`src/bole_pkg.sv`:
```
// Shared types and constants for the bounded ordered list engine.
// No dependencies; imported by every module of the block.
package bole_pkg;

  localparam int DATA_W       = 32;
  localparam int MODE_W       = 3;
  localparam int POS_W        = 7;
  localparam int FIDX_W       = 6;
  localparam int CNT_OUT_W    = 7;
  localparam int CAPACITY_DEF = 64;
  // match bits per first-level group of the search encoder
  localparam int GRP_W        = 8;
  localparam int GIDX_W       = 3;

  typedef enum logic [MODE_W-1:0] {
    MODE_PUSH_FRONT = 3'd0,
    MODE_PUSH_BACK  = 3'd1,
    MODE_INSERT     = 3'd2,
    MODE_DELETE     = 3'd3,
    MODE_POP_FRONT  = 3'd4,
    MODE_POP_BACK   = 3'd5,
    MODE_SEARCH     = 3'd6
  } mode_t;

  typedef enum logic [1:0] {
    STATUS_OK    = 2'd0,
    STATUS_RANGE = 2'd1,
    STATUS_EMPTY = 2'd2,
    STATUS_FULL  = 2'd3
  } status_t;

  typedef enum logic [1:0] {
    ST_IDLE,
    ST_GROUP,
    ST_FINISH
  } state_t;

  // broadcast to every cell of the chain
  typedef struct packed {
    logic                     ins;
    logic                     del;
    logic signed [DATA_W-1:0] value;
  } cell_ctrl_t;

endpackage

```
`src/bole_genc.sv`:
```
// First-match encoder over one group of search match bits.
// Depends on bole_pkg.
module bole_genc (
  input  logic [bole_pkg::GRP_W-1:0]  bits,
  output logic                        any,
  output logic [bole_pkg::GIDX_W-1:0] idx
);
  import bole_pkg::*;

  always_comb begin
    idx = '0;
    for (int i = GRP_W - 1; i >= 0; i--) begin
      if (bits[i]) begin
        idx = GIDX_W'(i);
      end
    end
  end

  assign any = |bits;

endmodule

```
`config.mk`:
```
export PLATFORM = sky130hd
export DESIGN_NAME = bole_genc
export DESIGN_NICKNAME = d
export VERILOG_FILES = /design/src/bole_pkg.sv /design/src/bole_genc.sv
export SDC_FILE = /design/constraint.sdc
export NUM_CORES = 1
export LEC_CHECK = 0
export BUFFER_PORTS_ARGS = -buffer_cell sky130_fd_sc_hd__buf_2
export CAP_MARGIN = 0
export CORE_AREA = 2 2 39 41
export DETAILED_ROUTE_END_ITERATION = 10
export DIE_AREA = 0 0 41 43
export PLACE_DENSITY = 0.3
export REMOVE_ABC_BUFFERS = 1
export SETUP_SLACK_MARGIN = 0.3
export SLEW_MARGIN = 30
export SYNTH_ARGS = -nofsm -noshare
export SYNTH_HDL_FRONTEND = slang
export SYNTH_SLANG_ARGS = --single-unit
```
`constraint.sdc`:
```
create_clock -name vclk -period 0.8
set_input_delay 0.08 -clock vclk [all_inputs]
set_output_delay 0.08 -clock vclk [all_outputs]
set_load 0.05 [all_outputs]
```
==> results.md <==
* Slew Limit Fails at 0
* Top-count cell post-synth: nor2_1
* Wirelength per Cell at 9.51 microns
* Period utilization at 115%
* Routed via count at 157
* Failing checks: setup timing
* Site row count at 14
* Sequential area share after synthesis at 0%
* Netlist cell types at 11
* Power Density at 545 nW/um^2
* Clock period minus worst slack at 0.923 ns
* Crit path required time at 0.72 ns
* Sequential cell count at 0
* Leakage Power at 0.000117 uW
* Area delta synth->final at 238%
* Hold crit path type: primary input to output port
* Multi-input combinational cell area at 116 sq um
* CP Capture Type: output port
* Vias in the first global route at 167
* Layout cell share with drive strength beyond 1 at 74.1%
* Yosys warns at 0
* WHS at 0.488 ns
* Vias per cell at 3.65
* Synth Cell Area at 81.3 sq um
* Synth area leaders: nor4_2 (15%), nor2_1 (14%), and3b_1 (11%), o41ai_1 (11%), a21boi_0 (9.2%)
* Width of the chip at 41 microns
* Total gr overflow at 0
* Post-place setup slack at -0.192 ns
* Die area at 1760 sq um
* Maximum number of pins on one net before global-route repair at 4
* Seq. cell area at 0 sq um
* Total iterations of the first detailed-routing run at 2
* Final Net Count at 37
* DRT Wirelength at 409 microns
* Port bufs at 12
* Yosys top cell by area: nor4_2
* Core area at 1380 sq um
* Crit path launch type: primary input
* Die height at 43 microns
* Critical path class: primary input to output port
* Worst Path Max Fanout at 2
* Max Clock Freq at 1080 MHz
* Outcome: finished, violations left
* GRT Overall Usage at 5.09%
* Post-route DRC at 0
* Hold Vio Cnt, Final at 0
* Initial antenna violation count at 0
* Final setup TNS at -0.250 ns
* Ports at 12
* Post-Syn Instances at 13
* Max-Slew Margin vs Limit at 83.5%
* Final Worst Setup Slack at -0.123 ns
* Diode count at 0
* Max Cap Viol at 0
* DR iter-0 viols at 1
* Syn Area/Cell at 6.26 sq um
* WP data arrival at 0.84 ns
* Synth top area share at 15.4%
* Peak supply drop at 0.202 mV
* RSZ-0062 raised after global routing: yes
* Dpl hpwl at 306 microns
* Initial core utilization at 5.88%
* First-pass GRT wire length at 662 microns
* # fillers at 153
* Placer congestion estimate at 0.742
* Setup violators final at 4
* CLK BUF at 0
* Antenna viol nets, final at 0
* Slew @ Worst Pin at 0.246 ns
-- routing by layer --
metal	wire (microns)	up-vias	GRT usage, %
li1	-	78	-
met1	176	67	7.59
met2	158	12	7.50
met3	74	0	1.57
met4	0	0	0
met5	0	-	0
-- worst paths after layout --
check | slack (ns) | to | depth (start not counted) | from
setup / recovery | -0.12 | idx[2] | 4 | bits[5]
hold / removal | 0.49 | idx[0] | 3 | bits[2]
-- cells in the final DEF (no fill, tap or decap), types with 2 or more instances in the layout --
cell type	count
buf_6	6
buf_2	3
buf_4	3
nor2_4	2
buf_8	2
-- where the power goes --
| group | leakage [uW] | internal, uW | switching, uW |
|---|---|---|---|
| combinational | 0.000117 | 72.4 | 77.6 |
| sequential | 0 | 0 | 0 |
| clock | 0 | 0 | 0 |
-- worst max-delay path, stage by stage --
cell,delay [ns]
buf_8,0.10
nor4_4,0.27
and3b_1,0.23
buf_6,0.16
-- area by class of cell --
class	instances	share of cell area, %
inverter	1	1.36
multi-input combinational	12	42.3
tap	16	7.27
timing repair buffer	14	49.1
-- what timing repair did --
item,4_1_cts,5_1_grt
resized for setup,24,3
setup buffers,1,0
hold buffers,0,0
setup endpoints to repair,4,4
pin swaps,7,2
-- through the flow --
| step | util [%] | instances | total power, uW | area, sq um |
|---|---|---|---|---|
| CTS | 19.1 | 43 | 143 | 264 |
| global placement | 12.2 | 42 | 96.5 | 169 |
| finish | 19.9 | 43 | 150 | 275 |
| global route | 19.9 | 43 | 158 | 275 |
| floorplan | - | 13 | 50.6 | 81.3 |
| detailed placement | 12.2 | 42 | 94.2 | 169 |
-- kinds of logic (layout without fill, tap and decap cells) --
group	Yosys count	count (layout)	share of synthesized area, %
AOI/OAI and AO/OA	5	5	41.5
buffers and inverters	1	15	4.61
and+or+nand+nor	7	7	53.8
(Power assumes the default switching activity.)
