===== src/bole_pkg.sv =====
// Shared types and constants for the bounded ordered list engine.
// No dependencies; imported by every module of the block.
package bole_pkg;

  localparam int DATA_W       = 32;
  localparam int MODE_W       = 3;
  localparam int POS_W        = 7;
  localparam int FIDX_W       = 6;
  localparam int CNT_OUT_W    = 7;
  localparam int CAPACITY_DEF = 64;
  // match bits per first-level group of the search encoder
  localparam int GRP_W        = 8;
  localparam int GIDX_W       = 3;

  typedef enum logic [MODE_W-1:0] {
    MODE_PUSH_FRONT = 3'd0,
    MODE_PUSH_BACK  = 3'd1,
    MODE_INSERT     = 3'd2,
    MODE_DELETE     = 3'd3,
    MODE_POP_FRONT  = 3'd4,
    MODE_POP_BACK   = 3'd5,
    MODE_SEARCH     = 3'd6
  } mode_t;

  typedef enum logic [1:0] {
    STATUS_OK    = 2'd0,
    STATUS_RANGE = 2'd1,
    STATUS_EMPTY = 2'd2,
    STATUS_FULL  = 2'd3
  } status_t;

  typedef enum logic [1:0] {
    ST_IDLE,
    ST_GROUP,
    ST_FINISH
  } state_t;

  // broadcast to every cell of the chain
  typedef struct packed {
    logic                     ins;
    logic                     del;
    logic signed [DATA_W-1:0] value;
  } cell_ctrl_t;

endpackage


===== src/bole_cell.sv =====
// One list slot of the cell chain: holds an entry, shifts to/from neighbors.
// Depends on bole_pkg.
module bole_cell #(
  parameter int INDEX = 0,
  parameter int IDX_W = 6
) (
  input  logic                              clk,
  input  bole_pkg::cell_ctrl_t              ctrl,
  input  logic [IDX_W-1:0]                  idx,
  input  logic signed [bole_pkg::DATA_W-1:0] left_data,
  input  logic signed [bole_pkg::DATA_W-1:0] right_data,
  output logic signed [bole_pkg::DATA_W-1:0] data,
  output logic                              match
);
  import bole_pkg::*;

  localparam logic [IDX_W-1:0] MY_IDX = IDX_W'(INDEX);

  logic signed [DATA_W-1:0] data_r;
  logic signed [DATA_W-1:0] data_nxt;

  always_comb begin
    data_nxt = data_r;
    if (ctrl.ins) begin
      if (MY_IDX > idx) begin
        data_nxt = left_data;
      end else if (MY_IDX == idx) begin
        data_nxt = ctrl.value;
      end
    end else if (ctrl.del) begin
      if (MY_IDX >= idx) begin
        data_nxt = right_data;
      end
    end
  end

  always_ff @(posedge clk) begin
    data_r <= data_nxt;
  end

  assign data  = data_r;
  assign match = (data_r == ctrl.value);

endmodule


===== config.mk =====
export PLATFORM = sky130hd
export DESIGN_NAME = bole_cell
export DESIGN_NICKNAME = d
export VERILOG_FILES = /design/src/bole_pkg.sv /design/src/bole_cell.sv
export SDC_FILE = /design/constraint.sdc
export NUM_CORES = 1
export LEC_CHECK = 0
export BUFFER_PORTS_ARGS = -buffer_cell sky130_fd_sc_hd__clkbuf_2
export CAP_MARGIN = 40
export CORE_UTILIZATION = 42
export DETAILED_ROUTE_END_ITERATION = 7
export MAX_ROUTING_LAYER = met4
export PLACE_DENSITY = 0.87
export SETUP_SLACK_MARGIN = 0.1
export SLEW_MARGIN = 20
export SYNTH_ARGS = -nofsm -noshare
export SYNTH_HDL_FRONTEND = slang
export SYNTH_SLANG_ARGS = --single-unit

===== constraint.sdc =====
create_clock -name clk -period 4.7 [get_ports clk]
set_clock_uncertainty 0.2 [all_clocks]
set_input_delay 0.47 -clock clk [delete_from_list [all_inputs] [get_ports clk]]
set_output_delay 0.47 -clock clk [all_outputs]
set_load 0.03 [all_outputs]

==> results of run 1 <==
kinds of logic (layout without fill, tap and decap cells):
kind of cell / Yosys count / in the layout
xor+xnor: 32 / 32
mux: 32 / 32
flops: 32 / 32
simple gates: 14 / 14
buf+inv: 4 / 115
layout by cell type, fill, tap and decap left out:
| cell | n |
|---|---|
| clkbuf_2 | 105 |
| xor2_1 | 32 |
| edfxtp_1 | 32 |
| mux2_2 | 20 |
| mux2_1 | 12 |
| nor4_1 | 8 |
| clkbuf_8 | 5 |
| nor2_1 | 2 |
| nand4_1 | 2 |
| clkinv_2 | 2 |
| or4_4 | 1 |
| nor4_4 | 1 |
| clkinv_1 | 1 |
| buf_12 | 1 |
| buf_4 | 1 |
final timing paths:
path / slack, ps / cells after the start / from / to
worst min-delay path: 270 / 2 / right_data[20] / data[20]
worst max-delay path: 2310 / 5 / data[19] / match
report_power, final:
group	leakage (nW)	switching, W	internal, W	total [W]
logic	0.726	0.0000380	0.0000497	0.0000877
clock network	0.0453	0.0000969	0.000100	0.000197
registers	0.288	0.00000169	0.000319	0.000321
metrics by stage:
step	instance area [µm²]	utilization (%)	worst slack (ps)	hold slack, ps	instances
finish	2400	63.18	2310	271.1	273
global route	2400	63.18	2140	269.1	273
CTS	2380	62.65	2233	263.5	272
detailed placement	2297	60.47	2179	558.1	264
global placement	2297	60.47	2204	550.8	264
floorplan	1723	-	1290	470.9	114
routing by layer:
metal	GRT usage [%]	wire length [µm]	vias up	part of all wire (%)
li1	-	-	651	-
met1	20.09	1486	596	40
met2	33.67	1924	63	52
met3	5.172	238	6	6.4
met4	6.383	48	0	1.3
met5	-	0	-	0
layout make-up:
type / instances / area, µm²
clock buffer: 5 / 68.82
clock inverter: 3 / 13.76
fill: 313 / 1399
multi-input combinational: 78 / 743.2
sequential: 32 / 960.9
tap: 48 / 60.06
timing repair buffer: 107 / 553.0
critical path, stage by stage, from the launching register on:
cell      delay [ps]
edfxtp_1         410
xor2_1           160
nor4_1           360
nand4_1          180
nor2_1           120
clkbuf_2         220
==> metrics.cfg, run 1 <==
[power_and_ir_drop]
ir_drop_mv=0.1725
p_leak_nw=1.059
finalPower_w=0.0006058
p_per_area_mw_per_mm2=252.4

[cells_and_area]
area_growth_pct=39.29
largest_reg_flops=32
nNetsFinal=329
num_antenna_cells=0
drive_above_1_share_pct=60.44

[worst_setup_path]
cp-start-kind=flip-flop
cp_max_fo=2
path_class=reg -> out
end_kind=output pin
crit_arrival_ps=1720
crit_required_ps=4030

[synth]
synth_compound_area_share_pct=0
yosysTopAreaCell=edfxtp_1
synth_common_cells=edfxtp_1, xor2_1, mux2_2
synthXorXnorAreaFrac_pct=16.27
synth_cell_types=11
synth.top_cell.area_share_pct=55.77
ys_top_cells_by_area=edfxtp_1, xor2_1, mux2_2
syn-cell-area_mm2=0.001723
ys_ff_latch=32
muxShareOfSynthArea_pct=20.92
async_flop_share_pct=0
syn_nets=219
synth-simple-area-share_pct=5.447
synth_flop_cell=edfxtp_1
syn_inst=114
yosysWarnings=0
ys_seq_area_share_pct=55.77
synth-edff-count=32
synth_top_family_by_area=multiplexers
synth_area_per_cell_um2=15.11
synthAdderAreaFrac_pct=0

[clocking]
path_clk_slew_ps=70
cts_resized=0
clk_path_buf_depth=2
cts-root-buf=clkbuf_8
htree_levels=2
cts_hold_buf=0
cts_made_buffers=5
cts_tree=yes
cts_setup_buffers=0
cts_sinks=32

[hold_path]
hp-class=in -> reg

[detailed_routing]
dr.pass1.iters=3
detail_route.wl_per_cell_um=13.55
drt-total-wl_mm=3.698
drt_iter0_markers=49
ant_nets=0
drc=0
avgViaCountPerCell=4.821
vias=1316

[timing]
finalHoldViolCount=0
grt_setup_unrepaired=false
tightest_slew_ps=408.9
max_freq_mhz=418.4
post-route-period-util_pct=50.86
relSlewSlack_pct=72.74
tns_ps=0
setup_viol=0
period_minus_slack_ps=2390
slew_violations=0

[placed_design]
gp_congestion=0.7357
hpwl_mm=2.923
io_buffers=105

[global_route]
grt_start_max_net_pins=34
grt_pass1_vias=1355
grt_pass1_wl_mm=5.837
gr-total-overflow=0
grt_antenna_before_repair=0
grt_usage_pct=18.89

[floorplan]
die_w_um=66.05
die-area_mm2=0.004363
io_pins=138
core_mm2=0.003799
die_h_um=66.05
rows=22
start_util_pct=45.36

[job]
maxCapViolCount=0

[run_status]
status=finished clean

No activity file was read; power rests on OpenSTA's default activity.
==> run 2, diff against run 1 <==
--- a/config.mk
+++ b/config.mk
@@ -5,12 +5,13 @@
 export SDC_FILE = /design/constraint.sdc
 export NUM_CORES = 1
 export LEC_CHECK = 0
+export ABC_AREA = 1
 export BUFFER_PORTS_ARGS = -buffer_cell sky130_fd_sc_hd__clkbuf_2
 export CAP_MARGIN = 40
 export CORE_UTILIZATION = 42
 export DETAILED_ROUTE_END_ITERATION = 7
 export MAX_ROUTING_LAYER = met4
-export PLACE_DENSITY = 0.87
+export PLACE_DENSITY = 0.83
 export SETUP_SLACK_MARGIN = 0.1
 export SLEW_MARGIN = 20
 export SYNTH_ARGS = -nofsm -noshare
==> constraint.sdc (replaced) <==
create_clock -name clk -period 2.2 [get_ports clk]
set_clock_uncertainty 0.2 [all_clocks]
set_input_delay 0.22 -clock clk [delete_from_list [all_inputs] [get_ports clk]]
set_output_delay 0.22 -clock clk [all_outputs]
set_load 0.03 [all_outputs]
==> metrics.cfg, run 2 <==
[run_status]
status=finished, violations left
violations=design-rule violations

[power_and_ir_drop]
internal-power_w=0.0009817
p_sw_w=0.0003093
swShare_pct=23.95
p_per_area_mw_per_mm2=485.3
ir_drop_mv=0.2407
p_clk_share_pct=31.0
p_comb_share_pct=15.8
p_leak_nw=1.519
seqPwrFrac_pct=53.2

[worst_setup_path]
path_class=reg -> out
slowest_stage=edfxtp_1
cp_max_fo=3
crit_cells=8
setup.worst_path.start=data[22]
cp-start-kind=flip-flop
path_delay_family=simple AND/OR/NAND/NOR gates
end_kind=output pin
crit_arrival_ps=1470
crit_required_ps=1780
cp_common_cell=nand2_1
critical_path.max_stage_delay_ps=410
crit_path_end=match
cp_cell_sequence=nand2_1 > nand2_1 > nor2_1 > nand2_1 > nor2_1 > nand2_1 > nor2_1 > clkbuf_4
path_buf_inv=1

[detailed_routing]
drc=9
drt_iter0_markers=107
dr.pass1.iters=6
vias=1995
avgViaCountPerCell=4.524
ant_nets=0
drt-total-wl_mm=4.432
detail_route.wl_per_cell_um=10.05

[cells_and_area]
layout_commonest_cell=clkbuf_2
drive_above_1_share_pct=30.08
largest_reg_flops=32
final_cell_mix=clkbuf_2, nand2_1, inv_1, nor2_1, edfxtp_1
num_antenna_cells=0
nNetsFinal=496
area_growth_pct=32.63

[clocking]
cts_sinks=32
cts-root-buf=clkbuf_8
path_clk_slew_ps=60
cts_tree=yes
cts_hold_buf=0
cts_made_buffers=5
cts_resized=0
htree_levels=2
cts_setup_buffers=0
clk_path_buf_depth=2

[floorplan]
die-area_mm2=0.005056
die_h_um=71.11
die_w_um=71.11
core_mm2=0.004474
io_pins=138
start_util_pct=44.83
rows=24

[timing]
tns_ps=0
slew_violations=0
setup_slack_ps=311.8
max_freq_mhz=529.6
grt_setup_unrepaired=false
period_minus_slack_ps=1888
finalHoldViolCount=0
setup_viol=0
tightest_slew_ps=278.5
post-route-period-util_pct=85.83
relSlewSlack_pct=81.43

[synth]
syn-cell-area_mm2=0.002006
yosysWarnings=0
synth.most_common_cell=nand2_1
synth_flop_cell=edfxtp_1
ys_top_cells_by_area=edfxtp_1, nand2_1, inv_1
synth_common_cells=nand2_1, inv_1, nor2_1
syn_nets=387
ys_ff_latch=32
synth_area_per_cell_um2=7.112
ys_seq_area_share_pct=47.91
yosysTopAreaCell=edfxtp_1
synth-edff-count=32
synth_cell_types=12
async_flop_share_pct=0
syn_inst=282
synth.top_cell.area_share_pct=47.91

[global_route]
grt_pass1_vias=1764
grt_start_max_net_pins=33
grt_usage_pct=18.76
grt_antenna_before_repair=0
gr-total-overflow=0
grt_pass1_wl_mm=7.148

[placed_design]
io_buffers=105
dp_slack_ps=549.6
hpwl_mm=3.499
gp_congestion=0.7921

[hold_path]
hp-class=in -> reg

[job]
maxCapViolCount=0

run 2: how the worst min path moves through the flow:
stage	from	endpoint	slack, ps	depth (start not counted)
after floorplan	right_data[28]	data[28]	240	1
after global placement	right_data[6]	data[6]	320	2
after detailed placement	right_data[2]	data[2]	330	2
after CTS	right_data[2]	data[2]	40	2
after global routing	right_data[2]	data[2]	40	2
final	right_data[2]	data[2]	50	2
run 2: logic make-up after synthesis:
kind of cell    count (synthesis)  share of synthesized area, %
mux                             3                         1.684
compound gates                 30                         7.736
buf+inv                        65                         13.35
xor+xnor                        3                         1.310
flops                          32                         47.91
simple gates                  149                         28.01
run 2: power groups by stage:
stage / sequential, W / combinational, W / clock [W]
6_report: 0.000686 / 0.000205 / 0.000400
5_1_grt: 0.000687 / 0.000236 / 0.000436
4_1_cts: 0.000686 / 0.000207 / 0.000418
3_5_place_dp: 0.000699 / 0.000206 / 0
3_3_place_gp: 0.000699 / 0.000198 / 0
2_1_floorplan: 0.000710 / 0.000105 / 0
run 2: final cells by class:
type	instances	area (µm²)
Clock buffer	5	68.82
Inverter	58	217.7
Multi-Input combinational cell	185	777.0
Tap cell	52	65.06
Timing Repair Buffer	109	570.5
Fill cell	406	1814
Sequential cell	32	960.9
run 2: through the flow:
step / power [W] / instance area [µm²] / util [%] / std cells / hold WS (ps)
detailed placement: 0.0009052 / 2589 / 57.86 / 436 / 330.7
finish: 0.001291 / 2660 / 59.45 / 441 / 49.28
global route: 0.001359 / 2660 / 59.45 / 441 / 42.11
CTS: 0.001311 / 2658 / 59.40 / 441 / 37.86
global placement: 0.0008970 / 2589 / 57.86 / 436 / 322.3
floorplan: 0.0008144 / 2006 / - / 282 / 239.8
run 2: layer usage:
metal  vias up  routed length [µm]  GRT usage, %
met5         -                   0             -
met4         0                  34         5.333
met3         5                 279         5.128
met2        73                2071         31.62
met1       849                2048         22.03
li1       1068                   -             -
